### src/design/rvc_pkg.sv
`timescale 1ns / 1ps

package rvc_pkg;

    typedef enum logic [1:0] {
        CMD_CLEAR = 2'd0,
        CMD_LOAD  = 2'd1,
        CMD_READ  = 2'd2,
        CMD_NOP   = 2'd3
    } rvc_cmd_t;

    localparam logic [1:0] ST_OK     = 2'd0;
    localparam logic [1:0] ST_RANGE  = 2'd1;
    localparam logic [1:0] ST_TARGET = 2'd2;

    localparam logic [6:0] OP_REG    = 7'h33;
    localparam logic [6:0] OP_IMM    = 7'h13;
    localparam logic [6:0] OP_LOAD   = 7'h03;
    localparam logic [6:0] OP_STORE  = 7'h23;
    localparam logic [6:0] OP_LUI    = 7'h37;
    localparam logic [6:0] OP_JALR   = 7'h67;
    localparam logic [6:0] OP_BRANCH = 7'h63;
    localparam logic [6:0] OP_JAL    = 7'h6F;

    typedef struct packed {
        logic [1:0]  command;
        logic [31:0] instr_word;
        logic [9:0]  read_index;
    } rvc_in_t;

    typedef struct packed {
        logic [31:0] out_word;
        logic        is_compressed;
        logic [1:0]  status;
    } rvc_out_t;

    typedef struct packed {
        rvc_cmd_t    cmd;
        logic [31:0] word;
        logic [9:0]  index;
        logic        comp;
    } rvc_entry_t;

    typedef struct packed {
        logic        ok;
        logic [15:0] enc;
    } rvc_class_t;

    typedef enum logic [1:0] {
        BK_IDLE,
        BK_FETCH,
        BK_TARGET
    } rvc_bk_state_t;

    function automatic logic common_reg(input logic [4:0] r);
        return r[4:3] == 2'b01;
    endfunction

    // Compressibility check and fixed 16-bit encoding of one RV32I word.
    function automatic rvc_class_t classify(input logic [31:0] w);
        rvc_class_t  res;
        logic [6:0]  op;
        logic [4:0]  rd;
        logic [2:0]  f3;
        logic [4:0]  rs1;
        logic [4:0]  rs2;
        logic [6:0]  f7;
        logic        imm_fits;
        logic        imm_zero;
        logic [1:0]  f2;
        logic        alu_hit;
        logic [11:0] mimm;
        logic [4:0]  low;
        op       = w[6:0];
        rd       = w[11:7];
        f3       = w[14:12];
        rs1      = w[19:15];
        rs2      = w[24:20];
        f7       = w[31:25];
        imm_fits = (w[31:25] == 7'h00) || (w[31:25] == 7'h7F);
        imm_zero = (w[31:20] == 12'h000);
        res      = '0;
        f2       = 2'd0;
        alu_hit  = 1'b0;
        mimm     = '0;
        low      = '0;
        case (op)
            OP_REG: begin
                if (f3 == 3'd0 && f7 == 7'h00) begin
                    if (rd == rs1) begin
                        if (rd != 5'd0 && rs2 != 5'd0) begin
                            res.ok  = 1'b1;
                            res.enc = {4'b1001, rd, rs2, 2'b10};
                        end
                    end else if (rs1 == 5'd0) begin
                        if (rd != 5'd0 && rs2 != 5'd0) begin
                            res.ok  = 1'b1;
                            res.enc = {4'b1000, rd, rs2, 2'b10};
                        end
                    end
                end else begin
                    if (f3 == 3'd0 && f7 == 7'h20) begin
                        f2 = 2'd0; alu_hit = 1'b1;
                    end else if (f3 == 3'd4 && f7 == 7'h00) begin
                        f2 = 2'd1; alu_hit = 1'b1;
                    end else if (f3 == 3'd6 && f7 == 7'h00) begin
                        f2 = 2'd2; alu_hit = 1'b1;
                    end else if (f3 == 3'd7 && f7 == 7'h00) begin
                        f2 = 2'd3; alu_hit = 1'b1;
                    end
                    if (alu_hit && common_reg(rd) && common_reg(rs1) && common_reg(rs2)
                            && rd == rs1) begin
                        res.ok  = 1'b1;
                        res.enc = {6'b100011, rd[2:0], f2, rs2[2:0], 2'b01};
                    end
                end
            end
            OP_IMM: begin
                if (f3 == 3'd0) begin
                    if (rd != 5'd0 && rs1 == 5'd0 && imm_fits) begin
                        res.ok  = 1'b1;
                        res.enc = {3'b010, w[25], rd, w[24:20], 2'b01};
                    end else if (rd == rs1 && imm_fits && !imm_zero && rd != 5'd0) begin
                        res.ok  = 1'b1;
                        res.enc = {3'b000, w[25], rd, w[24:20], 2'b01};
                    end
                end else if (f3 == 3'd1) begin
                    if (f7 == 7'h00 && rd == rs1 && rd != 5'd0) begin
                        res.ok  = 1'b1;
                        res.enc = {4'b0000, rd, w[24:20], 2'b10};
                    end
                end else if (f3 == 3'd5) begin
                    if ((f7 == 7'h00 || f7 == 7'h20) && rd == rs1 && common_reg(rs1)) begin
                        res.ok  = 1'b1;
                        res.enc = {3'b100, 1'b0, 1'b0, f7[5], rd[2:0], w[24:20], 2'b01};
                    end
                end else if (f3 == 3'd7) begin
                    if (rd == rs1 && common_reg(rs1) && imm_fits) begin
                        res.ok  = 1'b1;
                        res.enc = {3'b100, w[25], 2'b10, rd[2:0], w[24:20], 2'b01};
                    end
                end
            end
            OP_LOAD, OP_STORE: begin
                mimm = (op == OP_LOAD) ? w[31:20] : {w[31:25], w[11:7]};
                low  = (op == OP_LOAD) ? rd : rs2;
                if (f3 == 3'd2 && common_reg(rs1) && common_reg(low)
                        && mimm[11:7] == 5'd0 && mimm[1:0] == 2'd0) begin
                    res.ok  = 1'b1;
                    res.enc = {(op == OP_LOAD) ? 3'b010 : 3'b110, mimm[5:3], rs1[2:0],
                               mimm[2], mimm[6], low[2:0], 2'b00};
                end
            end
            OP_LUI: begin
                if (rd != 5'd0 && rd != 5'd2 && w[31:12] != 20'd0
                        && (w[31:17] == 15'h0000 || w[31:17] == 15'h7FFF)) begin
                    res.ok  = 1'b1;
                    res.enc = {3'b011, w[17], rd, w[16:12], 2'b01};
                end
            end
            OP_JALR: begin
                if (f3 == 3'd0 && rs1 != 5'd0 && imm_zero && (rd == 5'd0 || rd == 5'd1)) begin
                    res.ok  = 1'b1;
                    res.enc = {(rd == 5'd0) ? 4'b1000 : 4'b1001, rs1, 5'd0, 2'b10};
                end
            end
            OP_BRANCH: begin
                res.ok = (f3 == 3'd0 || f3 == 3'd1) && common_reg(rs1) && rs2 == 5'd0;
            end
            OP_JAL: begin
                res.ok = (rd == 5'd0 || rd == 5'd1);
            end
            default: begin
                res = '0;
            end
        endcase
        return res;
    endfunction

endpackage

### src/design/rvc_queue.sv
`timescale 1ns / 1ps

module rvc_queue
    import rvc_pkg::*;
(
    input  logic       aclk,
    input  logic       aresetn,
    input  logic       push,
    input  rvc_entry_t push_entry,
    output logic       full,
    input  logic       pop,
    output logic       head_valid,
    output rvc_entry_t head
);

    rvc_entry_t slot_reg [2];
    logic       wptr_reg;
    logic       rptr_reg;
    logic [1:0] fill_reg;

    always_ff @(posedge aclk) begin
        if (push) begin
            slot_reg[wptr_reg] <= push_entry;
        end
    end

    always_ff @(posedge aclk) begin
        if (!aresetn) begin
            wptr_reg <= 1'b0;
            rptr_reg <= 1'b0;
            fill_reg <= 2'd0;
        end else begin
            if (push) begin
                wptr_reg <= !wptr_reg;
            end
            if (pop) begin
                rptr_reg <= !rptr_reg;
            end
            if (push && !pop) begin
                fill_reg <= fill_reg + 2'd1;
            end else if (pop && !push) begin
                fill_reg <= fill_reg - 2'd1;
            end
        end
    end

    assign full       = (fill_reg == 2'd2);
    assign head_valid = (fill_reg != 2'd0);
    assign head       = slot_reg[rptr_reg];

endmodule

### config.mk
export PLATFORM = sky130hd
export DESIGN_NAME = rvc_queue
export DESIGN_NICKNAME = d
export VERILOG_FILES = /design/src/design/rvc_pkg.sv /design/src/design/rvc_queue.sv
export SDC_FILE = /design/constraint.sdc
export NUM_CORES = 1
export LEC_CHECK = 0
export BUFFER_PORTS_ARGS = -buffer_cell sky130_fd_sc_hd__clkbuf_2
export CAP_MARGIN = 20
export CORE_ASPECT_RATIO = 1.4
export CORE_MARGIN = 2
export CORE_UTILIZATION = 55
export DETAILED_ROUTE_END_ITERATION = 8
export GPL_TIMING_DRIVEN = 0
export PLACE_DENSITY = 0.95
export SLEW_MARGIN = 5
export SYNTH_ARGS = -nofsm -noshare
export SYNTH_HDL_FRONTEND = slang
export SYNTH_SLANG_ARGS = --single-unit
### constraint.sdc
create_clock -name aclk -period 6.19 [get_ports aclk]
set_input_delay 0.3095 -clock aclk [delete_from_list [all_inputs] [get_ports aclk]]
set_output_delay 0.3095 -clock aclk [all_outputs]
set_load 0.05 [all_outputs]
==> reports/qor.yml, run 1 <==
status: "finished clean"
cts.repair.resized: 0
maxSlewViolCount: 0
nets: 320
cts_inserted_buffers: 9
power_density_nw_per_um2: 330
netlist.area_leader.share_pct: 77.6
wire_per_inst_um: 16.1
io_buffer_count: 95
crit_chain: "buf_2, buf_6, mux2_2, clkbuf_2"
crit_family: "buffers and inverters"
yosysWarningCount: 0
cp_max_fo: 10
grt.overflow.total: 0
synth_cell_types: 17
drt-vias-per-instance: 5.06
areaGrowthSynthToFinish_pct: 23.5
clock-root-buffer: "clkbuf_8"
cts_sinks: 95
num_antenna_cells: 0
fp.dieH_um: 98.1
power_leakage_nw: 1.66
clk_path_buf_depth: 2
fp.dieW_um: 71.2
initial_core_util_pct: 56.4
final_cell_mix: "clkbuf_2 (95), edfxtp_1 (90), mux2_2 (45), clkbuf_8 (9), dfxtp_1 (5)"
syn-cell-area_um2: 3480
post-route-min-period_ns: 1.99
ant_nets: 0
timing.final.crit_share_pct: 32.1
cts_tree: "done"
fmax_ghz: 0.503
drt-total-wl_um: 5580
syn_nets: 212
end_kind: "output pin"
cts_setup_buffers: 0
clock_latency_ns: 0.35
start_kind: "flip-flop"
htree_levels: 3
arrival_ns: 1.68
setup_viol: 0
hold_violations: 0
maxSlewHeadroom_pct: 64.5
drv_cap: 0
vias: 1750
cp_slowest_cell: "mux2_2"
finalPower_mw: 1.42
synth_top_area_cell: "edfxtp_1"
path_buf_inv: 3
antenna_found_initial: 0
fin_setup_tns_ns: 0
dpl.hpwl_um: 3960
fin_skew_ns: 0.00895
synth.ff_latch_count: 95
ys_top_cells_by_area: "edfxtp_1 (78%), mux2_2 (15%), dfxtp_1 (2.9%)"
drc_errors: 0
grtUsageTotal_pct: 16.3
grt_max_degree: 31
drt-pass1-iter-count: 4
netlist_instances: 162
core_area_um2: 6170
syn_avg_cell_area_um2: 21.5
clk_pin_slew_ns: 0.09
drive_gt1_share_pct: 59.5
vdd_drop_max_mv: 0.259
crit_required_ns: 5.88
cp_slowest_stage_delay_ns: 0.35
grt_pass1_wl_um: 8360
critPathKind: "flip-flop to output pin"
grt_pass1_vias: 1802
rsz0062_at_grt: "false"
dieArea_um2: 6990
drt_iter0_drc: 61
io_pins: 96
largest_reg_flops: 90
min_path_type: "primary input to flip-flop"
ctsHoldBuffers: 0
num_rows: 34
final_common_cell: "clkbuf_2"
place.gp.congestion: 0.678
worst_pin_slew_ns: 0.531
ys_seq_area_share_pct: 80.5
[worst register-to-register path: cells and delay by family, from the launching register on]
kind,cells,cell delay [ns]
buf+inv,1,0.26
flops,1,0.40
simple gates,1,0.45
[report_power, final]
group | total (mW) | leakage, nW | switching [mW] | internal (mW)
registers | 0.750 | 0.886 | 0.00934 | 0.740
clock network | 0.416 | 0.0971 | 0.191 | 0.224
logic | 0.251 | 0.676 | 0.174 | 0.0771
total | 1.42 | 1.66 | 0.375 | 1.04
[synth_stat cells]
cell type / instances
o21ai_0: 1
xnor2_1: 1
a21boi_1: 1
buf_6: 4
nor2b_1: 2
mux2_2: 45
or2_2: 1
edfxtp_1: 90
o21a_1: 1
xor2_1: 2
or3_1: 1
and2_1: 4
dfxtp_1: 5
buf_2: 1
ha_1: 1
inv_1: 1
and2b_2: 1
[final cells by class]
cell class	count	area (µm²)
Sequential cell	95	2800
Fill cell	399	1870
Multi-Input combinational cell	61	633
Timing Repair Buffer	97	515
Clock buffer	11	131
Tap cell	72	90.1
Clock inverter	4	71.3
Buffer	5	50.0
Inverter	1	3.75
[per-layer routing]
| metal | vias up | global-route usage [%] | share of wire (%) |
|---|---|---|---|
| met5 | - | 0 | 0 |
| met2 | 55 | 29.6 | 56 |
| li1 | 845 | - | - |
| met3 | 9 | 3.20 | 4.6 |
| met1 | 841 | 17.1 | 37 |
| met4 | 0 | 9.14 | 2.0 |
[logic make-up (layout without fill, tap and decap cells)]
group | after synthesis | count (layout) | synth area share (%)
flip-flops | 95 | 95 | 80.5
multiplexers | 45 | 45 | 14.6
AND/OR/NAND/NOR | 9 | 9 | 1.69
buffers and inverters | 6 | 118 | 1.55
AO/OA/AOI/OAI | 3 | 3 | 0.575
XOR/XNOR | 3 | 3 | 0.755
adder cells (fa/ha/maj) | 1 | 1 | 0.359
[path summary, 6_finish.rpt]
kind	from	end	slack, ns	cells past startpoint
worst max register to register	wptr_reg$_SDFFE_PN0P_	slot_reg[1][22]$_DFFE_PP_	4.78	2
worst min-delay path	push_entry[32]	slot_reg[1][32]$_DFFE_PP_	0.15	1
worst min register to register	fill_reg[1]$_SDFFE_PN0P_	fill_reg[1]$_SDFFE_PN0P_	0.50	2
worst max-delay path	flip-flop	head[21]	4.20	4
[per-stage QoR]
step	hold slack, ns	setup WS (ns)	std cells	cell area, µm²	utilization (%)
finish	0.149	4.20	346	4300	69.7
global route	0.135	4.11	346	4300	69.7
CTS	0.133	4.16	346	4300	69.7
detailed placement	0.497	4.54	331	4100	66.4
global placement	0.472	2.27	329	4050	65.6
floorplan	0.408	3.39	162	3480	-
Power figures use the tool's default switching activity.
==> inputs of run 2 (changes only) <==
CORE_UTILIZATION = 51   (was 55)
PLACE_DENSITY = 0.9   (was 0.95)
clock period = 2 ns   (was 6.19 ns; I/O delays follow)
==> run 2 against run 1 <==
Compared with the run above: power rose to 3.2 times the previous value; routed wire length up 21%; sequential cell count unchanged; sequential share of layout area down 6.6 points; critical endpoint is now head[11]; largest cell class unchanged.
==> reports/qor.yml, run 2 (synthesis results as in run 1) <==
maxSlewHeadroom_pct: 59.6
htree_levels: 3
wire_per_inst_um: 16.5
r2r_cells: 2
drt-pass1-iter-count: 4
drt-vias-per-instance: 4.88
num_rows: 35
grt_max_degree: 29
fin_skew_ns: 0.00917
cts_sinks: 95
fmax_ghz: 0.547
hold_ws_ns: 0.0351
final_cell_mix: "clkbuf_2 (95), edfxtp_1 (90), mux2_2 (45), dlygate4sd3_1 (45), clkbuf_8 (9)"
grtUsageTotal_pct: 18.7
timing.final.crit_share_pct: 91.4
io_pins: 96
nets: 365
cts.repair.resized: 0
power_leakage_nw: 1.85
setup_viol: 0
fill_cells: 433
cts_inserted_buffers: 9
end_kind: "output pin"
arrival_ns: 1.73
drv_cap: 0
finalPower_mw: 4.50
vias: 2005
vdd_drop_max_mv: 0.614
ctsHoldBuffers: 45
cp_max_fo: 10
status: "finished clean"
power_density_nw_per_um2: 941
grt_pass1_vias: 2159
clk_path_buf_depth: 2
hold_violations: 0
setup_slack_ns: 0.172
grt.overflow.total: 0
grt_pass1_wl_um: 10000
core_area_um2: 6610
min_path_cells: 2
cts_setup_buffers: 0
drc_errors: 0
drt-total-wl_um: 6770
start_kind: "flip-flop"
areaGrowthSynthToFinish_pct: 37.4
place.gp.congestion: 0.643
fp.dieW_um: 73.8
rsz0062_at_grt: "false"
worst_pin_slew_ns: 0.605
dieArea_um2: 7510
drt_iter0_drc: 90
initial_core_util_pct: 52.6
reg2reg_slack_ns: 0.54
io_buffer_count: 95
num_antenna_cells: 0
maxSlewViolCount: 0
antenna_found_initial: 0
fp.dieH_um: 102
critPathKind: "flip-flop to output pin"
clock_latency_ns: 0.34
final_common_cell: "clkbuf_2"
drive_gt1_share_pct: 51.7
crit_required_ns: 1.90
clk_pin_slew_ns: 0.08
ant_nets: 0
final_util_pct: 72.3
min_path_type: "primary input to flip-flop"
dpl.hpwl_um: 4130
post-route-min-period_ns: 1.83
clock-root-buffer: "clkbuf_8"
cts_tree: "done"
largest_reg_flops: 90
preCtsSetupSlack_ns: 0.528
==> run 2: changes by cell type in the layout (fill, tap and decap cells not counted) <==
cell,delta
dlygate4sd3_1,+45
clkbuf_1,-1
clkinv_1,-1
clkinvlp_4,+1
clkinv_4,+1
==> run 2: layer usage <==
layer	part of all wire, %	global-route usage (%)	vias to the layer above
met2	60	37.1	66
li1	-	-	936
met3	3.9	4.68	12
met1	34	17.4	991
met4	1.7	7.27	0
met5	0	0	-
==> run 2: report_power, final <==
part | total [mW] | internal [mW] | switching [mW]
logic | 0.863 | 0.296 | 0.568
registers | 2.32 | 2.29 | 0.0323
clock network | 1.31 | 0.700 | 0.615
==> run 2: worst paths after layout <==
path | startpoint | end
worst max register to register | wptr_reg$_SDFFE_PN0P_ | slot_reg[1][41]$_DFFE_PP_
worst min-delay path | aresetn | wptr_reg$_SDFFE_PN0P_
worst max-delay path | flip-flop | head[11]
worst min register to register | fill_reg[1]$_SDFFE_PN0P_ | fill_reg[1]$_SDFFE_PN0P_
==> run 2: metrics by stage <==
stage	instances	TNS (ns)	cell area (µm²)
final	411	0	4780
after global routing	411	0	4780
after CTS	411	0	4780
after detailed placement	351	0	4120
after global placement	349	-33.71	4070
after floorplan	162	0	3480
==> run 2: cell type report <==
| cell class | instances | area (µm²) | area share [%] |
|---|---|---|---|
| Clock inverter | 5 | 83.8 | 1.75 |
| Clock buffer | 10 | 128 | 2.67 |
| Inverter | 1 | 3.75 | 0.0785 |
| Multi-Input combinational cell | 61 | 633 | 13.2 |
| Tap cell | 92 | 115 | 2.41 |
| Sequential cell | 95 | 2800 | 58.6 |
| Timing Repair Buffer | 142 | 966 | 20.2 |
| Buffer | 5 | 50.0 | 1.05 |
==> run 2: worst max-delay path, cell delays in order (launching register included) <==
cell and delay (ns):
dfxtp_1 0.32, buf_2 0.27, buf_6 0.20, mux2_2 0.36, clkbuf_2 0.25
