<file path="src/design/rvc_pkg.sv">
`timescale 1ns / 1ps

package rvc_pkg;

    typedef enum logic [1:0] {
        CMD_CLEAR = 2'd0,
        CMD_LOAD  = 2'd1,
        CMD_READ  = 2'd2,
        CMD_NOP   = 2'd3
    } rvc_cmd_t;

    localparam logic [1:0] ST_OK     = 2'd0;
    localparam logic [1:0] ST_RANGE  = 2'd1;
    localparam logic [1:0] ST_TARGET = 2'd2;

    localparam logic [6:0] OP_REG    = 7'h33;
    localparam logic [6:0] OP_IMM    = 7'h13;
    localparam logic [6:0] OP_LOAD   = 7'h03;
    localparam logic [6:0] OP_STORE  = 7'h23;
    localparam logic [6:0] OP_LUI    = 7'h37;
    localparam logic [6:0] OP_JALR   = 7'h67;
    localparam logic [6:0] OP_BRANCH = 7'h63;
    localparam logic [6:0] OP_JAL    = 7'h6F;

    typedef struct packed {
        logic [1:0]  command;
        logic [31:0] instr_word;
        logic [9:0]  read_index;
    } rvc_in_t;

    typedef struct packed {
        logic [31:0] out_word;
        logic        is_compressed;
        logic [1:0]  status;
    } rvc_out_t;

    typedef struct packed {
        rvc_cmd_t    cmd;
        logic [31:0] word;
        logic [9:0]  index;
        logic        comp;
    } rvc_entry_t;

    typedef struct packed {
        logic        ok;
        logic [15:0] enc;
    } rvc_class_t;

    typedef enum logic [1:0] {
        BK_IDLE,
        BK_FETCH,
        BK_TARGET
    } rvc_bk_state_t;

    function automatic logic common_reg(input logic [4:0] r);
        return r[4:3] == 2'b01;
    endfunction

    // Compressibility check and fixed 16-bit encoding of one RV32I word.
    function automatic rvc_class_t classify(input logic [31:0] w);
        rvc_class_t  res;
        logic [6:0]  op;
        logic [4:0]  rd;
        logic [2:0]  f3;
        logic [4:0]  rs1;
        logic [4:0]  rs2;
        logic [6:0]  f7;
        logic        imm_fits;
        logic        imm_zero;
        logic [1:0]  f2;
        logic        alu_hit;
        logic [11:0] mimm;
        logic [4:0]  low;
        op       = w[6:0];
        rd       = w[11:7];
        f3       = w[14:12];
        rs1      = w[19:15];
        rs2      = w[24:20];
        f7       = w[31:25];
        imm_fits = (w[31:25] == 7'h00) || (w[31:25] == 7'h7F);
        imm_zero = (w[31:20] == 12'h000);
        res      = '0;
        f2       = 2'd0;
        alu_hit  = 1'b0;
        mimm     = '0;
        low      = '0;
        case (op)
            OP_REG: begin
                if (f3 == 3'd0 && f7 == 7'h00) begin
                    if (rd == rs1) begin
                        if (rd != 5'd0 && rs2 != 5'd0) begin
                            res.ok  = 1'b1;
                            res.enc = {4'b1001, rd, rs2, 2'b10};
                        end
                    end else if (rs1 == 5'd0) begin
                        if (rd != 5'd0 && rs2 != 5'd0) begin
                            res.ok  = 1'b1;
                            res.enc = {4'b1000, rd, rs2, 2'b10};
                        end
                    end
                end else begin
                    if (f3 == 3'd0 && f7 == 7'h20) begin
                        f2 = 2'd0; alu_hit = 1'b1;
                    end else if (f3 == 3'd4 && f7 == 7'h00) begin
                        f2 = 2'd1; alu_hit = 1'b1;
                    end else if (f3 == 3'd6 && f7 == 7'h00) begin
                        f2 = 2'd2; alu_hit = 1'b1;
                    end else if (f3 == 3'd7 && f7 == 7'h00) begin
                        f2 = 2'd3; alu_hit = 1'b1;
                    end
                    if (alu_hit && common_reg(rd) && common_reg(rs1) && common_reg(rs2)
                            && rd == rs1) begin
                        res.ok  = 1'b1;
                        res.enc = {6'b100011, rd[2:0], f2, rs2[2:0], 2'b01};
                    end
                end
            end
            OP_IMM: begin
                if (f3 == 3'd0) begin
                    if (rd != 5'd0 && rs1 == 5'd0 && imm_fits) begin
                        res.ok  = 1'b1;
                        res.enc = {3'b010, w[25], rd, w[24:20], 2'b01};
                    end else if (rd == rs1 && imm_fits && !imm_zero && rd != 5'd0) begin
                        res.ok  = 1'b1;
                        res.enc = {3'b000, w[25], rd, w[24:20], 2'b01};
                    end
                end else if (f3 == 3'd1) begin
                    if (f7 == 7'h00 && rd == rs1 && rd != 5'd0) begin
                        res.ok  = 1'b1;
                        res.enc = {4'b0000, rd, w[24:20], 2'b10};
                    end
                end else if (f3 == 3'd5) begin
                    if ((f7 == 7'h00 || f7 == 7'h20) && rd == rs1 && common_reg(rs1)) begin
                        res.ok  = 1'b1;
                        res.enc = {3'b100, 1'b0, 1'b0, f7[5], rd[2:0], w[24:20], 2'b01};
                    end
                end else if (f3 == 3'd7) begin
                    if (rd == rs1 && common_reg(rs1) && imm_fits) begin
                        res.ok  = 1'b1;
                        res.enc = {3'b100, w[25], 2'b10, rd[2:0], w[24:20], 2'b01};
                    end
                end
            end
            OP_LOAD, OP_STORE: begin
                mimm = (op == OP_LOAD) ? w[31:20] : {w[31:25], w[11:7]};
                low  = (op == OP_LOAD) ? rd : rs2;
                if (f3 == 3'd2 && common_reg(rs1) && common_reg(low)
                        && mimm[11:7] == 5'd0 && mimm[1:0] == 2'd0) begin
                    res.ok  = 1'b1;
                    res.enc = {(op == OP_LOAD) ? 3'b010 : 3'b110, mimm[5:3], rs1[2:0],
                               mimm[2], mimm[6], low[2:0], 2'b00};
                end
            end
            OP_LUI: begin
                if (rd != 5'd0 && rd != 5'd2 && w[31:12] != 20'd0
                        && (w[31:17] == 15'h0000 || w[31:17] == 15'h7FFF)) begin
                    res.ok  = 1'b1;
                    res.enc = {3'b011, w[17], rd, w[16:12], 2'b01};
                end
            end
            OP_JALR: begin
                if (f3 == 3'd0 && rs1 != 5'd0 && imm_zero && (rd == 5'd0 || rd == 5'd1)) begin
                    res.ok  = 1'b1;
                    res.enc = {(rd == 5'd0) ? 4'b1000 : 4'b1001, rs1, 5'd0, 2'b10};
                end
            end
            OP_BRANCH: begin
                res.ok = (f3 == 3'd0 || f3 == 3'd1) && common_reg(rs1) && rs2 == 5'd0;
            end
            OP_JAL: begin
                res.ok = (rd == 5'd0 || rd == 5'd1);
            end
            default: begin
                res = '0;
            end
        endcase
        return res;
    endfunction

endpackage

</file>
<file path="src/design/rvc_front.sv">
`timescale 1ns / 1ps

module rvc_front
    import rvc_pkg::*;
(
    input  logic       aclk,
    input  logic       aresetn,
    input  logic       s_valid,
    output logic       s_ready,
    input  rvc_in_t    s_data,
    input  logic       q_full,
    output logic       push,
    output rvc_entry_t push_entry
);

    rvc_class_t cls;
    logic       seen_reg;

    // Held low through reset so nothing is taken before the queue is cleared.
    always_ff @(posedge aclk) begin
        if (!aresetn) begin
            seen_reg <= 1'b0;
        end else begin
            seen_reg <= 1'b1;
        end
    end

    assign cls     = classify(s_data.instr_word);
    assign s_ready = seen_reg && !q_full;

    // The unused command is taken and dropped here.
    assign push = s_valid && s_ready && (rvc_cmd_t'(s_data.command) != CMD_NOP);

    always_comb begin
        push_entry.cmd   = rvc_cmd_t'(s_data.command);
        push_entry.word  = s_data.instr_word;
        push_entry.index = s_data.read_index;
        push_entry.comp  = cls.ok;
    end

endmodule

</file>
<file path="config.mk">
export PLATFORM = sky130hd
export DESIGN_NAME = rvc_front
export DESIGN_NICKNAME = d
export VERILOG_FILES = /design/src/design/rvc_pkg.sv /design/src/design/rvc_front.sv
export SDC_FILE = /design/constraint.sdc
export NUM_CORES = 1
export LEC_CHECK = 0
export BUFFER_PORTS_ARGS = -buffer_cell sky130_fd_sc_hd__buf_2
export CAP_MARGIN = 20
export CORE_MARGIN = 4
export CORE_UTILIZATION = 34
export DETAILED_ROUTE_END_ITERATION = 10
export GPL_TIMING_DRIVEN = 0
export HOLD_SLACK_MARGIN = 0.02
export PLACE_DENSITY = 0.91
export RECOVER_POWER = 100
export SKIP_CTS_REPAIR_TIMING = 1
export SKIP_LAST_GASP = 1
export SLEW_MARGIN = 20
export SYNTH_ARGS = -nofsm -noshare
export SYNTH_HDL_FRONTEND = slang
export SYNTH_SLANG_ARGS = --single-unit
</file>
<file path="constraint.sdc">
create_clock -name aclk -period 2 [get_ports aclk]
set_input_delay 0.1 -clock aclk [delete_from_list [all_inputs] [get_ports aclk]]
set_output_delay 0.1 -clock aclk [all_outputs]
set_load 0.02 [all_outputs]
</file>
==> summary.txt, run 1 <==
GRT
---------------------------------------------------------------------------------
Largest net degree at the start of global routing                               9
Via count of the first global-routing pass                                   1044
Number of antenna violations at the first check in global routing               0
First-pass GRT wire length                                                4200 µm
Global route total overflow                                                     0
Combined global-route utilization of all metal layers                       14.9%

CRITICAL PATH
---------------------------------------------------------------------------------
Crit path launch type                                                  input port
Critical path type                                                   input port to output pin
Endpoint of the worst setup timing path                              push_entry[0]
Endpoint arrival time on the critical path                                1.82 ns
Crit path launch                                                       s_data[41]
Largest fanout of any net on the critical path                                  5
WP data required                                                          1.90 ns
Nature of the critical path endpoint                                   output pin

LOGIC SYNTHESIS
---------------------------------------------------------------------------------
Register bit total from synthesis                                               1
Synth Area per Inst                                                      6.99 µm²
Net count after synthesis                                                     169
Share of synthesized flip-flops with an asynchronous set or reset              0%
YS warnings                                                                     0
Netlist area before placement                                             846 µm²
Library cell occupying the most area in the post-synthesis netlist   sky130_fd_sc_hd__buf_4
Most area-consuming cells after synthesis                            sky130_fd_sc_hd__buf_4, sky130_fd_sc_hd__xnor2_1, sky130_fd_sc_hd__nand4_1, sky130_fd_sc_hd__nor2_1, sky130_fd_sc_hd__nor3_1
Number of flops mapped to enable cells by yosys                                 0
Post-synthesis instance total                                                 121
Post-synthesis sequential area ratio                                        2.37%
Prevailing post-synth register cell                                  sky130_fd_sc_hd__dfxtp_1
Number of distinct library cells after synthesis                               36
Top cell type's share of synthesized area                                   39.1%

STA
---------------------------------------------------------------------------------
Total Neg Setup Slack                                                        0 ns
Setup repair after global routing missed its margin                            no
Total of endpoints with negative setup slack in the final report                0
Max-slew headroom at the worst pin                                          72.0%
Number of pins exceeding their max-slew limit in the final report               0
Maximum clock rate                                                        521 MHz
Post-route fraction of the period consumed by the critical path             96.0%
Number of hold violations in the final report                                   0
Final critical-path required period                                       1.92 ns
Least-Margin Pin Slew                                                    0.416 ns

CELLS AND AREA
---------------------------------------------------------------------------------
Reg area                                                                 20.0 µm²
Number of non-filler instances in the completed layout                        234
Leading cell types in the layout, fill and taps excluded             sky130_fd_sc_hd__clkbuf_1, sky130_fd_sc_hd__buf_4, sky130_fd_sc_hd__buf_2, sky130_fd_sc_hd__nor2_1, sky130_fd_sc_hd__nand2_1
Number of flip-flops under the largest register name                            1
Area occupied by multi-input gates                                        492 µm²
Layout fillers                                                                268
Fraction of layout instances using a drive strength above 1                 43.2%
Antenna diode count                                                             0
Util after Layout                                                           54.6%
Post-synthesis to final-layout area growth                                  48.4%
Nets                                                                          256
Most common cell after layout, fill and taps aside                   sky130_fd_sc_hd__clkbuf_1
Post-Layout Inst Area                                                    1250 µm²

ROUTING
---------------------------------------------------------------------------------
Count of antenna-violating nets left after detailed routing                     0
Detailed-route wire length per cell                                       12.0 µm
DRT iter0 DRCs                                                                 19
DR DRC count                                                                    0
Total detailed-routing wirelength                                         2800 µm
Overall via count from detail_route                                          1107
Avg Vias per Cell                                                            4.73
1st-pass router iterations                                                      6

PLACED DESIGN
---------------------------------------------------------------------------------
DP HPWL                                                                   2480 µm
Cell area reported after detailed placement                              1300 µm²
# placed instances                                                            233
Port Buf Inserts                                                               84
Global placer's final weighted congestion                                   0.901

DIE
---------------------------------------------------------------------------------
Ports                                                                          95
DIE AREA                                                                 3350 µm²
Core footprint                                                           2300 µm²
Initial core utilization                                                    36.8%
Die Wd                                                                    57.9 µm
Floorplan row count                                                            17
Die height                                                                57.9 µm

PWR
---------------------------------------------------------------------------------
Post-layout power                                                          298 µW
Peak supply drop                                                           155 µV
Reported leakage power                                                0.000589 µW
Power density over the cells                                           238 nW/µm²

FLOW RUN
---------------------------------------------------------------------------------
Maxcap violations                                                               0

HOLD PATH
---------------------------------------------------------------------------------
Class of the tightest hold or removal check                          input port to flip-flop

CLOCK TREE
---------------------------------------------------------------------------------
Clock transition at the registers of the reported paths                      0 ns

RUN STATUS
---------------------------------------------------------------------------------
Status                                                                  completed

## worst min path at each step
stage                       start  endpoint  slack (ns)  cells past startpoint
after floorplan           aresetn  seen_reg        0.13                      0
after global placement    aresetn  seen_reg        0.20                      1
after detailed placement  aresetn  seen_reg        0.22                      1
after CTS                 aresetn  seen_reg        0.22                      1
after global routing      aresetn  seen_reg        0.23                      1
final                     aresetn  seen_reg        0.22                      1
## report_power, final
part,switching (µW),total (µW),internal (µW)
clock,0,0,0
sequential,0.418,21.9,21.5
combinational,154,276,122
total,154,298,144
## stage by stage
step           setup slack, ns  hold WS (ns)
2_1_floorplan            0.316         0.128
3_3_place_gp            0.0291         0.202
3_5_place_dp            0.0260         0.223
4_1_cts                 0.0218         0.224
5_1_grt                 0.0237         0.227
6_report                0.0806         0.224
## metal layers
| layer | up-vias | wire length (µm) | track usage [%] |
|---|---|---|---|
| met3 | 4 | 264 | 2.23 |
| met5 | - | 0 | 0 |
| met4 | 0 | 51 | 2.65 |
| met1 | 482 | 1060 | 17.4 |
| met2 | 57 | 1420 | 28.4 |
| li1 | 564 | - | - |
## critical path: stages
cell and delay [ns]:
sky130_fd_sc_hd__buf_2 0.13, sky130_fd_sc_hd__nor4_4 0.35, sky130_fd_sc_hd__nand3b_4 0.16, sky130_fd_sc_hd__nor3_4 0.21, sky130_fd_sc_hd__nand3_1 0.10, sky130_fd_sc_hd__a32o_1 0.28, sky130_fd_sc_hd__a311o_1 0.32, sky130_fd_sc_hd__buf_2 0.16
## layout make-up
class                           instances  share of cell area (%)
Timing Repair Buffer                   85                    29.5
Tap cell                               28                    2.79
Sequential cell                         1                    1.60
Multi-Input combinational cell         74                    39.2
Inverter                                2                   0.598
Buffer                                 44                    26.3
## synthesized netlist by cell type, types with 2 or more instances
cell type and instances:
sky130_fd_sc_hd__nor2_1 10, sky130_fd_sc_hd__nand2_1 7, sky130_fd_sc_hd__nor2b_1 3, sky130_fd_sc_hd__nand4_1 6, sky130_fd_sc_hd__nor4_1 2, sky130_fd_sc_hd__nand2b_1 2, sky130_fd_sc_hd__o21ai_0 4, sky130_fd_sc_hd__xnor2_1 5
sky130_fd_sc_hd__inv_1 2, sky130_fd_sc_hd__buf_4 44, sky130_fd_sc_hd__nor3_1 6, sky130_fd_sc_hd__a21oi_1 3, sky130_fd_sc_hd__or4_1 2, sky130_fd_sc_hd__nand3_1 3
## kinds of logic (layout without fill, tap and decap cells)
family | Yosys count | in the layout | share of synthesized area, %
compound gates | 16 | 16 | 13.0
xor+xnor | 5 | 5 | 5.18
flops | 1 | 1 | 2.37
buf+inv | 46 | 131 | 39.9
simple gates | 53 | 53 | 39.5
(Power assumes the default switching activity.)
==> run 2, diff against run 1 <==
--- a/config.mk
+++ b/config.mk
@@ -12,7 +12,7 @@
 export DETAILED_ROUTE_END_ITERATION = 10
 export GPL_TIMING_DRIVEN = 0
 export HOLD_SLACK_MARGIN = 0.02
-export PLACE_DENSITY = 0.91
+export PLACE_DENSITY_LB_ADDON = 0.05
 export RECOVER_POWER = 100
 export SKIP_CTS_REPAIR_TIMING = 1
 export SKIP_LAST_GASP = 1
==> run 2 against run 1 <==
Against the previous run:
- sequential cell count stayed put
- fmax fell by 1.8%
- highest routed layer is now met3
- final cell count is 0.43% higher
- largest power group unchanged
- global-route usage is 0.22 points lower
- combinational power is essentially flat
- utilization increased by 0.33 points
==> summary.txt, run 2 (synthesis gave the netlist of run 1 again) <==
PLACED DESIGN
--------------------------------------------------------------------------------
Port Buf Inserts                                                              84   unchanged
Pre-CTS setup slack                                                  -0.00271 ns   was 0.0260 ns
Global placer's final weighted congestion                                  0.855   was 0.901
DP HPWL                                                                  2460 µm   was 2480 µm
# placed instances                                                           233   unchanged

CRITICAL PATH
--------------------------------------------------------------------------------
Largest fanout of any net on the critical path                                 4   was 5
WP data required                                                         1.90 ns   about the same
Nature of the critical path endpoint                                  output pin   unchanged
Endpoint arrival time on the critical path                               1.85 ns   was 1.82 ns
Crit path launch type                                                 input port   unchanged
Critical path type                                                  input port to output pin   unchanged

CELLS AND AREA
--------------------------------------------------------------------------------
Number of non-filler instances in the completed layout                       235   was 234
Post-synthesis to final-layout area growth                                 49.3%   was 48.4%
Layout fillers                                                               257   was 268
Antenna diode count                                                            0   unchanged
Leading cell types in the layout, fill and taps excluded            sky130_fd_sc_hd__buf_4, sky130_fd_sc_hd__clkbuf_1, sky130_fd_sc_hd__buf_2, sky130_fd_sc_hd__nor2_1, sky130_fd_sc_hd__nand2_1   was sky130_fd_sc_hd__clkbuf_1, sky130_fd_sc_hd__buf_4, sky130_fd_sc_hd__buf_2, sky130_fd_sc_hd__nor2_1, sky130_fd_sc_hd__nand2_1
Util after Layout                                                          55.0%   was 54.6%
Nets                                                                         257   was 256
Number of flip-flops under the largest register name                           1   unchanged
Fraction of layout instances using a drive strength above 1                43.5%   was 43.2%

DIE
--------------------------------------------------------------------------------
DIE AREA                                                                3350 µm²   unchanged
Die height                                                               57.9 µm   unchanged
Ports                                                                         95   unchanged
Core footprint                                                          2300 µm²   unchanged
Die Wd                                                                   57.9 µm   unchanged
Floorplan row count                                                           17   unchanged
Initial core utilization                                                   36.8%   unchanged

ROUTING
--------------------------------------------------------------------------------
Total detailed-routing wirelength                                        2750 µm   was 2800 µm
DR DRC count                                                                   0   unchanged
Count of antenna-violating nets left after detailed routing                    0   unchanged
DRT iter0 DRCs                                                                27   was 19
1st-pass router iterations                                                     4   was 6
Avg Vias per Cell                                                           4.64   was 4.73
Met3 wire len                                                             268 µm   was 264 µm
Topmost layer with routed signal wires                                      met3   was met4
Detailed-route wire length per cell                                      11.7 µm   was 12.0 µm
Wire length on met2                                                      1360 µm   was 1420 µm
M1 wire length                                                           1120 µm   was 1060 µm
Overall via count from detail_route                                         1091   was 1107

CLOCK TREE
--------------------------------------------------------------------------------
Clock transition at the registers of the reported paths                     0 ns   about the same

STA
--------------------------------------------------------------------------------
Final critical-path required period                                      1.95 ns   was 1.92 ns
Setup repair after global routing missed its margin                           no   unchanged
Post-route fraction of the period consumed by the critical path            97.7%   was 96.0%
Number of hold violations in the final report                                  0   unchanged
Worst Setup Slack, final                                               0.0457 ns   was 0.0806 ns
Maximum clock rate                                                       512 MHz   was 521 MHz
Max-slew headroom at the worst pin                                         73.6%   was 72.0%
Number of pins exceeding their max-slew limit in the final report              0   unchanged
Total of endpoints with negative setup slack in the final report               0   unchanged
Least-Margin Pin Slew                                                   0.394 ns   was 0.416 ns
Total Neg Setup Slack                                                       0 ns   unchanged

GRT
--------------------------------------------------------------------------------
Largest net degree at the start of global routing                              9   unchanged
Global route total overflow                                                    0   unchanged
Via count of the first global-routing pass                                   943   was 1044
First-pass GRT wire length                                               4160 µm   was 4200 µm
Combined global-route utilization of all metal layers                      14.6%   was 14.9%
Number of antenna violations at the first check in global routing              0   unchanged

HOLD PATH
--------------------------------------------------------------------------------
Hold path cells                                                                1   unchanged
Min-delay src                                                            aresetn   unchanged
Terminating pin of the worst hold path                                  seen_reg   unchanged
Class of the tightest hold or removal check                         input port to flip-flop   unchanged

PWR
--------------------------------------------------------------------------------
Post-layout power                                                         298 µW   about the same
Reported leakage power                                               0.000594 µW   was 0.000589 µW
Peak supply drop                                                          180 µV   was 155 µV
Power density over the cells                                          236 nW/µm²   was 238 nW/µm²

FLOW RUN
--------------------------------------------------------------------------------
Maxcap violations                                                              0   unchanged

RUN STATUS
--------------------------------------------------------------------------------
Status                                                                 completed   unchanged

-- run 2: worst max path at each step --
stage | start | endpoint
after floorplan | s_data[30] | push_entry[0]
after global placement | s_data[37] | push_entry[0]
after detailed placement | s_data[37] | push_entry[0]
after CTS | s_data[37] | push_entry[0]
after global routing | s_data[30] | push_entry[0]
final | s_data[30] | push_entry[0]
-- run 2: power by group --
part	internal, µW	switching, µW
clock	0	0
combinational	122	154
sequential	21.4	0.147
-- run 2: metrics by stage --
step | hold slack, ns | cell area (µm²)
4_1_cts | 0.212 | 1300
3_5_place_dp | 0.212 | 1300
3_3_place_gp | 0.204 | 1300
5_1_grt | 0.218 | 1260
6_report | 0.209 | 1260
2_1_floorplan | 0.128 | 846
-- run 2: worst max-delay path: stages --
cell                      delay (ns)
sky130_fd_sc_hd__buf_2          0.12
sky130_fd_sc_hd__or4_4          0.55
sky130_fd_sc_hd__nor3_4         0.22
sky130_fd_sc_hd__nand3_1        0.11
sky130_fd_sc_hd__a32o_1         0.28
sky130_fd_sc_hd__a311o_1        0.32
sky130_fd_sc_hd__buf_2          0.16
-- run 2: layout make-up --
| class | instances | area (µm²) | share of cell area [%] |
|---|---|---|---|
| multi-input combinational | 74 | 492 | 38.9 |
| timing repair buffer | 86 | 378 | 29.9 |
| buffer | 44 | 330 | 26.2 |
| tap | 28 | 35.0 | 2.78 |
| sequential | 1 | 20.0 | 1.59 |
| inverter | 2 | 7.51 | 0.595 |
-- run 2: layer usage --
metal | vias up | track usage, %
met5 | - | 0
li1 | 564 | -
met3 | 0 | 0.668
met1 | 469 | 20.4
met2 | 58 | 26.3
met4 | 0 | 0
==> run 3, diff against run 2 <==
--- a/config.mk
+++ b/config.mk
@@ -5,10 +5,11 @@
 export SDC_FILE = /design/constraint.sdc
 export NUM_CORES = 1
 export LEC_CHECK = 0
+export ABC_AREA = 1
 export BUFFER_PORTS_ARGS = -buffer_cell sky130_fd_sc_hd__buf_2
 export CAP_MARGIN = 20
 export CORE_MARGIN = 4
-export CORE_UTILIZATION = 34
+export CORE_UTILIZATION = 38
 export DETAILED_ROUTE_END_ITERATION = 10
 export GPL_TIMING_DRIVEN = 0
 export HOLD_SLACK_MARGIN = 0.02
==> run 3 against run 2 <==
Against the previous run:
- combinational power is 7.6% higher
- final cell count is 37% higher
- sequential power hardly changed
- sequential cell count stayed put
- via count is 25% higher
- hold slack worse by 0.0031 ns
- critical endpoint unchanged
==> summary.txt, run 3 <==
CELLS AND AREA
---------------------------------------------------------------------------------
Number of flip-flops under the largest register name                            1   unchanged
Leading cell types in the layout, fill and taps excluded             sky130_fd_sc_hd__nand2_1, sky130_fd_sc_hd__clkbuf_1, sky130_fd_sc_hd__buf_4, sky130_fd_sc_hd__buf_2, sky130_fd_sc_hd__nor2_1   was sky130_fd_sc_hd__buf_4, sky130_fd_sc_hd__clkbuf_1, sky130_fd_sc_hd__buf_2, sky130_fd_sc_hd__nor2_1, sky130_fd_sc_hd__nand2_1
Most common cell after layout, fill and taps aside                   sky130_fd_sc_hd__nand2_1
Post-synthesis to final-layout area growth                                  38.1%   was 49.3%
Nets                                                                          341   was 257
Antenna diode count                                                             0   unchanged
Fraction of layout instances using a drive strength above 1                 31.6%   was 43.5%

LOGIC SYNTHESIS
---------------------------------------------------------------------------------
YS warnings                                                                     0   unchanged
Library cell with the highest instance count after synthesis         sky130_fd_sc_hd__nand2_1   was sky130_fd_sc_hd__buf_4
Post-synthesis instance total                                                 207   was 121
Most area-consuming cells after synthesis                            sky130_fd_sc_hd__buf_4, sky130_fd_sc_hd__nand2_1, sky130_fd_sc_hd__nor2_1, sky130_fd_sc_hd__inv_1, sky130_fd_sc_hd__nand3_1   was sky130_fd_sc_hd__buf_4, sky130_fd_sc_hd__xnor2_1, sky130_fd_sc_hd__nand4_1, sky130_fd_sc_hd__nor2_1, sky130_fd_sc_hd__nor3_1
Ranking of synthesized cells by instance count                       sky130_fd_sc_hd__nand2_1, sky130_fd_sc_hd__buf_4, sky130_fd_sc_hd__nor2_1   was sky130_fd_sc_hd__buf_4, sky130_fd_sc_hd__nor2_1, sky130_fd_sc_hd__nand2_1
Net count after synthesis                                                     255   was 169
Library cell occupying the most area in the post-synthesis netlist   sky130_fd_sc_hd__buf_4   unchanged
Synth Area per Inst                                                      5.06 µm²   was 6.99 µm²
Post-synthesis sequential area ratio                                        1.91%   was 2.37%
Share of synthesized flip-flops with an asynchronous set or reset              0%   unchanged
Prevailing post-synth register cell                                  sky130_fd_sc_hd__dfxtp_1   unchanged
Netlist area before placement                                            1050 µm²   was 846 µm²
Top cell type's share of synthesized area                                   31.5%   was 39.1%
Register bit total from synthesis                                               1   unchanged
Number of flops mapped to enable cells by yosys                                 0   unchanged
Number of distinct library cells after synthesis                               17   was 36

PWR
---------------------------------------------------------------------------------
Power density over the cells                                           220 nW/µm²   was 236 nW/µm²
Peak supply drop                                                           221 µV   was 180 µV
Reported leakage power                                                0.000827 µW   was 0.000594 µW

STA
---------------------------------------------------------------------------------
Final critical-path required period                                       1.41 ns   was 1.95 ns
Maximum clock rate                                                        710 MHz   was 512 MHz
Max-slew headroom at the worst pin                                          82.6%   was 73.6%
Worst Setup Slack, final                                                 0.593 ns   was 0.0457 ns
Post-route fraction of the period consumed by the critical path             70.4%   was 97.7%
Number of hold violations in the final report                                   0   unchanged
Setup repair after global routing missed its margin                            no   unchanged
Number of pins exceeding their max-slew limit in the final report               0   unchanged
Least-Margin Pin Slew                                                    0.262 ns   was 0.394 ns
Total of endpoints with negative setup slack in the final report                0   unchanged
Total Neg Setup Slack                                                        0 ns   unchanged

CRITICAL PATH
---------------------------------------------------------------------------------
Largest fanout of any net on the critical path                                  4   unchanged
CP max stage cell                                                    sky130_fd_sc_hd__clkbuf_1   was sky130_fd_sc_hd__or4_4
Endpoint arrival time on the critical path                                1.31 ns   was 1.85 ns
Critical path type                                                   input port to output pin   unchanged
Crit path launch type                                                  input port   unchanged
Nature of the critical path endpoint                                   output pin   unchanged
Crit path cell chain                                                 buf_2, nor2_2, nand2_1, nor2_2, nand2_1, nor2_1, nand2_1, nand2_1, nand3_1, nand2_1, nand2_1, nand2_1, clkbuf_1   was buf_2, or4_4, nor3_4, nand3_1, a32o_1, a311o_1, buf_2
Number of buffers and inverters on the critical path                            2   unchanged
WP data required                                                          1.90 ns   about the same
Delay-heaviest family, CP                                            simple AND/OR/NAND/NOR gates   unchanged
Worst path max stage delay                                                0.23 ns   was 0.55 ns
Cell repeated most along the worst path                              sky130_fd_sc_hd__nand2_1   was sky130_fd_sc_hd__buf_2

PLACED DESIGN
---------------------------------------------------------------------------------
Pre-CTS setup slack                                                      0.603 ns   was -0.00271 ns
Port Buf Inserts                                                               84   unchanged
Global placer's final weighted congestion                                   0.866   was 0.855
DP HPWL                                                                   2570 µm   was 2460 µm

GRT
---------------------------------------------------------------------------------
Largest net degree at the start of global routing                               7   was 9
Number of antenna violations at the first check in global routing               0   unchanged
Global route total overflow                                                     0   unchanged
First-pass GRT wire length                                                4640 µm   was 4160 µm
Via count of the first global-routing pass                                   1229   was 943
Combined global-route utilization of all metal layers                       15.4%   was 14.6%

ROUTING
---------------------------------------------------------------------------------
1st-pass router iterations                                                      4   unchanged
DR DRC count                                                                    0   unchanged
Avg Vias per Cell                                                            4.23   was 4.64
Total detailed-routing wirelength                                         2780 µm   was 2750 µm
DRT iter0 DRCs                                                                 36   was 27
Detailed-route wire length per cell                                       8.67 µm   was 11.7 µm
Overall via count from detail_route                                          1359   was 1091
Count of antenna-violating nets left after detailed routing                     0   unchanged

DIE
---------------------------------------------------------------------------------
Initial core utilization                                                    41.2%   was 36.8%
DIE AREA                                                                 3660 µm²   was 3350 µm²
Die Wd                                                                    60.5 µm   was 57.9 µm
Core footprint                                                           2540 µm²   was 2300 µm²
Ports                                                                          95   unchanged
Die height                                                                60.5 µm   was 57.9 µm
Floorplan row count                                                            18   was 17

RUN STATUS
---------------------------------------------------------------------------------
Status                                                                  completed   unchanged

FLOW RUN
---------------------------------------------------------------------------------
Maxcap violations                                                               0   unchanged

HOLD PATH
---------------------------------------------------------------------------------
Class of the tightest hold or removal check                          input port to flip-flop   unchanged

CLOCK TREE
---------------------------------------------------------------------------------
Clock transition at the registers of the reported paths                      0 ns   about the same

-- run 3: cell types whose count changed in the layout (fill, tap and decap cells not counted), moves of 3 or more --
cell	previous run	this run
sky130_fd_sc_hd__inv_1	2	28
sky130_fd_sc_hd__nand2_1	7	51
sky130_fd_sc_hd__nand2_2	0	3
sky130_fd_sc_hd__nand3_1	3	17
sky130_fd_sc_hd__nor2_1	10	35
sky130_fd_sc_hd__nor2_2	0	5
sky130_fd_sc_hd__nor2b_1	3	0
sky130_fd_sc_hd__o21ai_0	4	0
sky130_fd_sc_hd__xnor2_1	5	1
-- run 3: layout make-up --
type | count | area [µm²]
Multi-Input combinational cell | 132 | 584
Buffer | 44 | 330
Inverter | 30 | 113
Tap cell | 30 | 37.5
Sequential cell | 1 | 20.0
Timing Repair Buffer | 84 | 362
Fill cell | 326 | 1100
-- run 3: per-layer routing --
layer  GRT usage (%)  up-vias  wire length, µm
met5               0        -                0
met4               0        0                0
met3           0.213        0              280
met2            28.5       54             1330
met1            21.4      543             1180
li1                -      762                -
-- run 3: power breakdown --
part	switching, µW	internal (µW)
Sequential	0.206	21.4
Clock	0	0
Combinational	172	125
Total	172	146
-- run 3: final timing paths --
check,startpoint,depth (start not counted),to,slack (ns)
worst min-delay path,aresetn,1,seen_reg,0.21
worst max-delay path,s_data[38],13,push_entry[0],0.59
-- run 3: kinds of logic (layout without fill, tap and decap cells) --
group	count (synthesis)	after routing	share of synthesized area (%)
compound gates	5	5	2.51
xor+xnor	1	1	0.836
buf+inv	74	158	42.3
flops	1	1	1.91
simple gates	126	126	52.4
-- run 3: stage by stage --
step                      total power, µW  hold slack, ns  cell area [µm²]  util (%)  std cells
after floorplan                       220           0.128             1050         -        207
after global placement                332           0.205             1510      59.1        321
after detailed placement              334           0.208             1510      59.1        321
after CTS                             335           0.208             1510      59.1        321
after global routing                  354           0.220             1450      56.8        321
final                                 318           0.206             1450      56.8        321
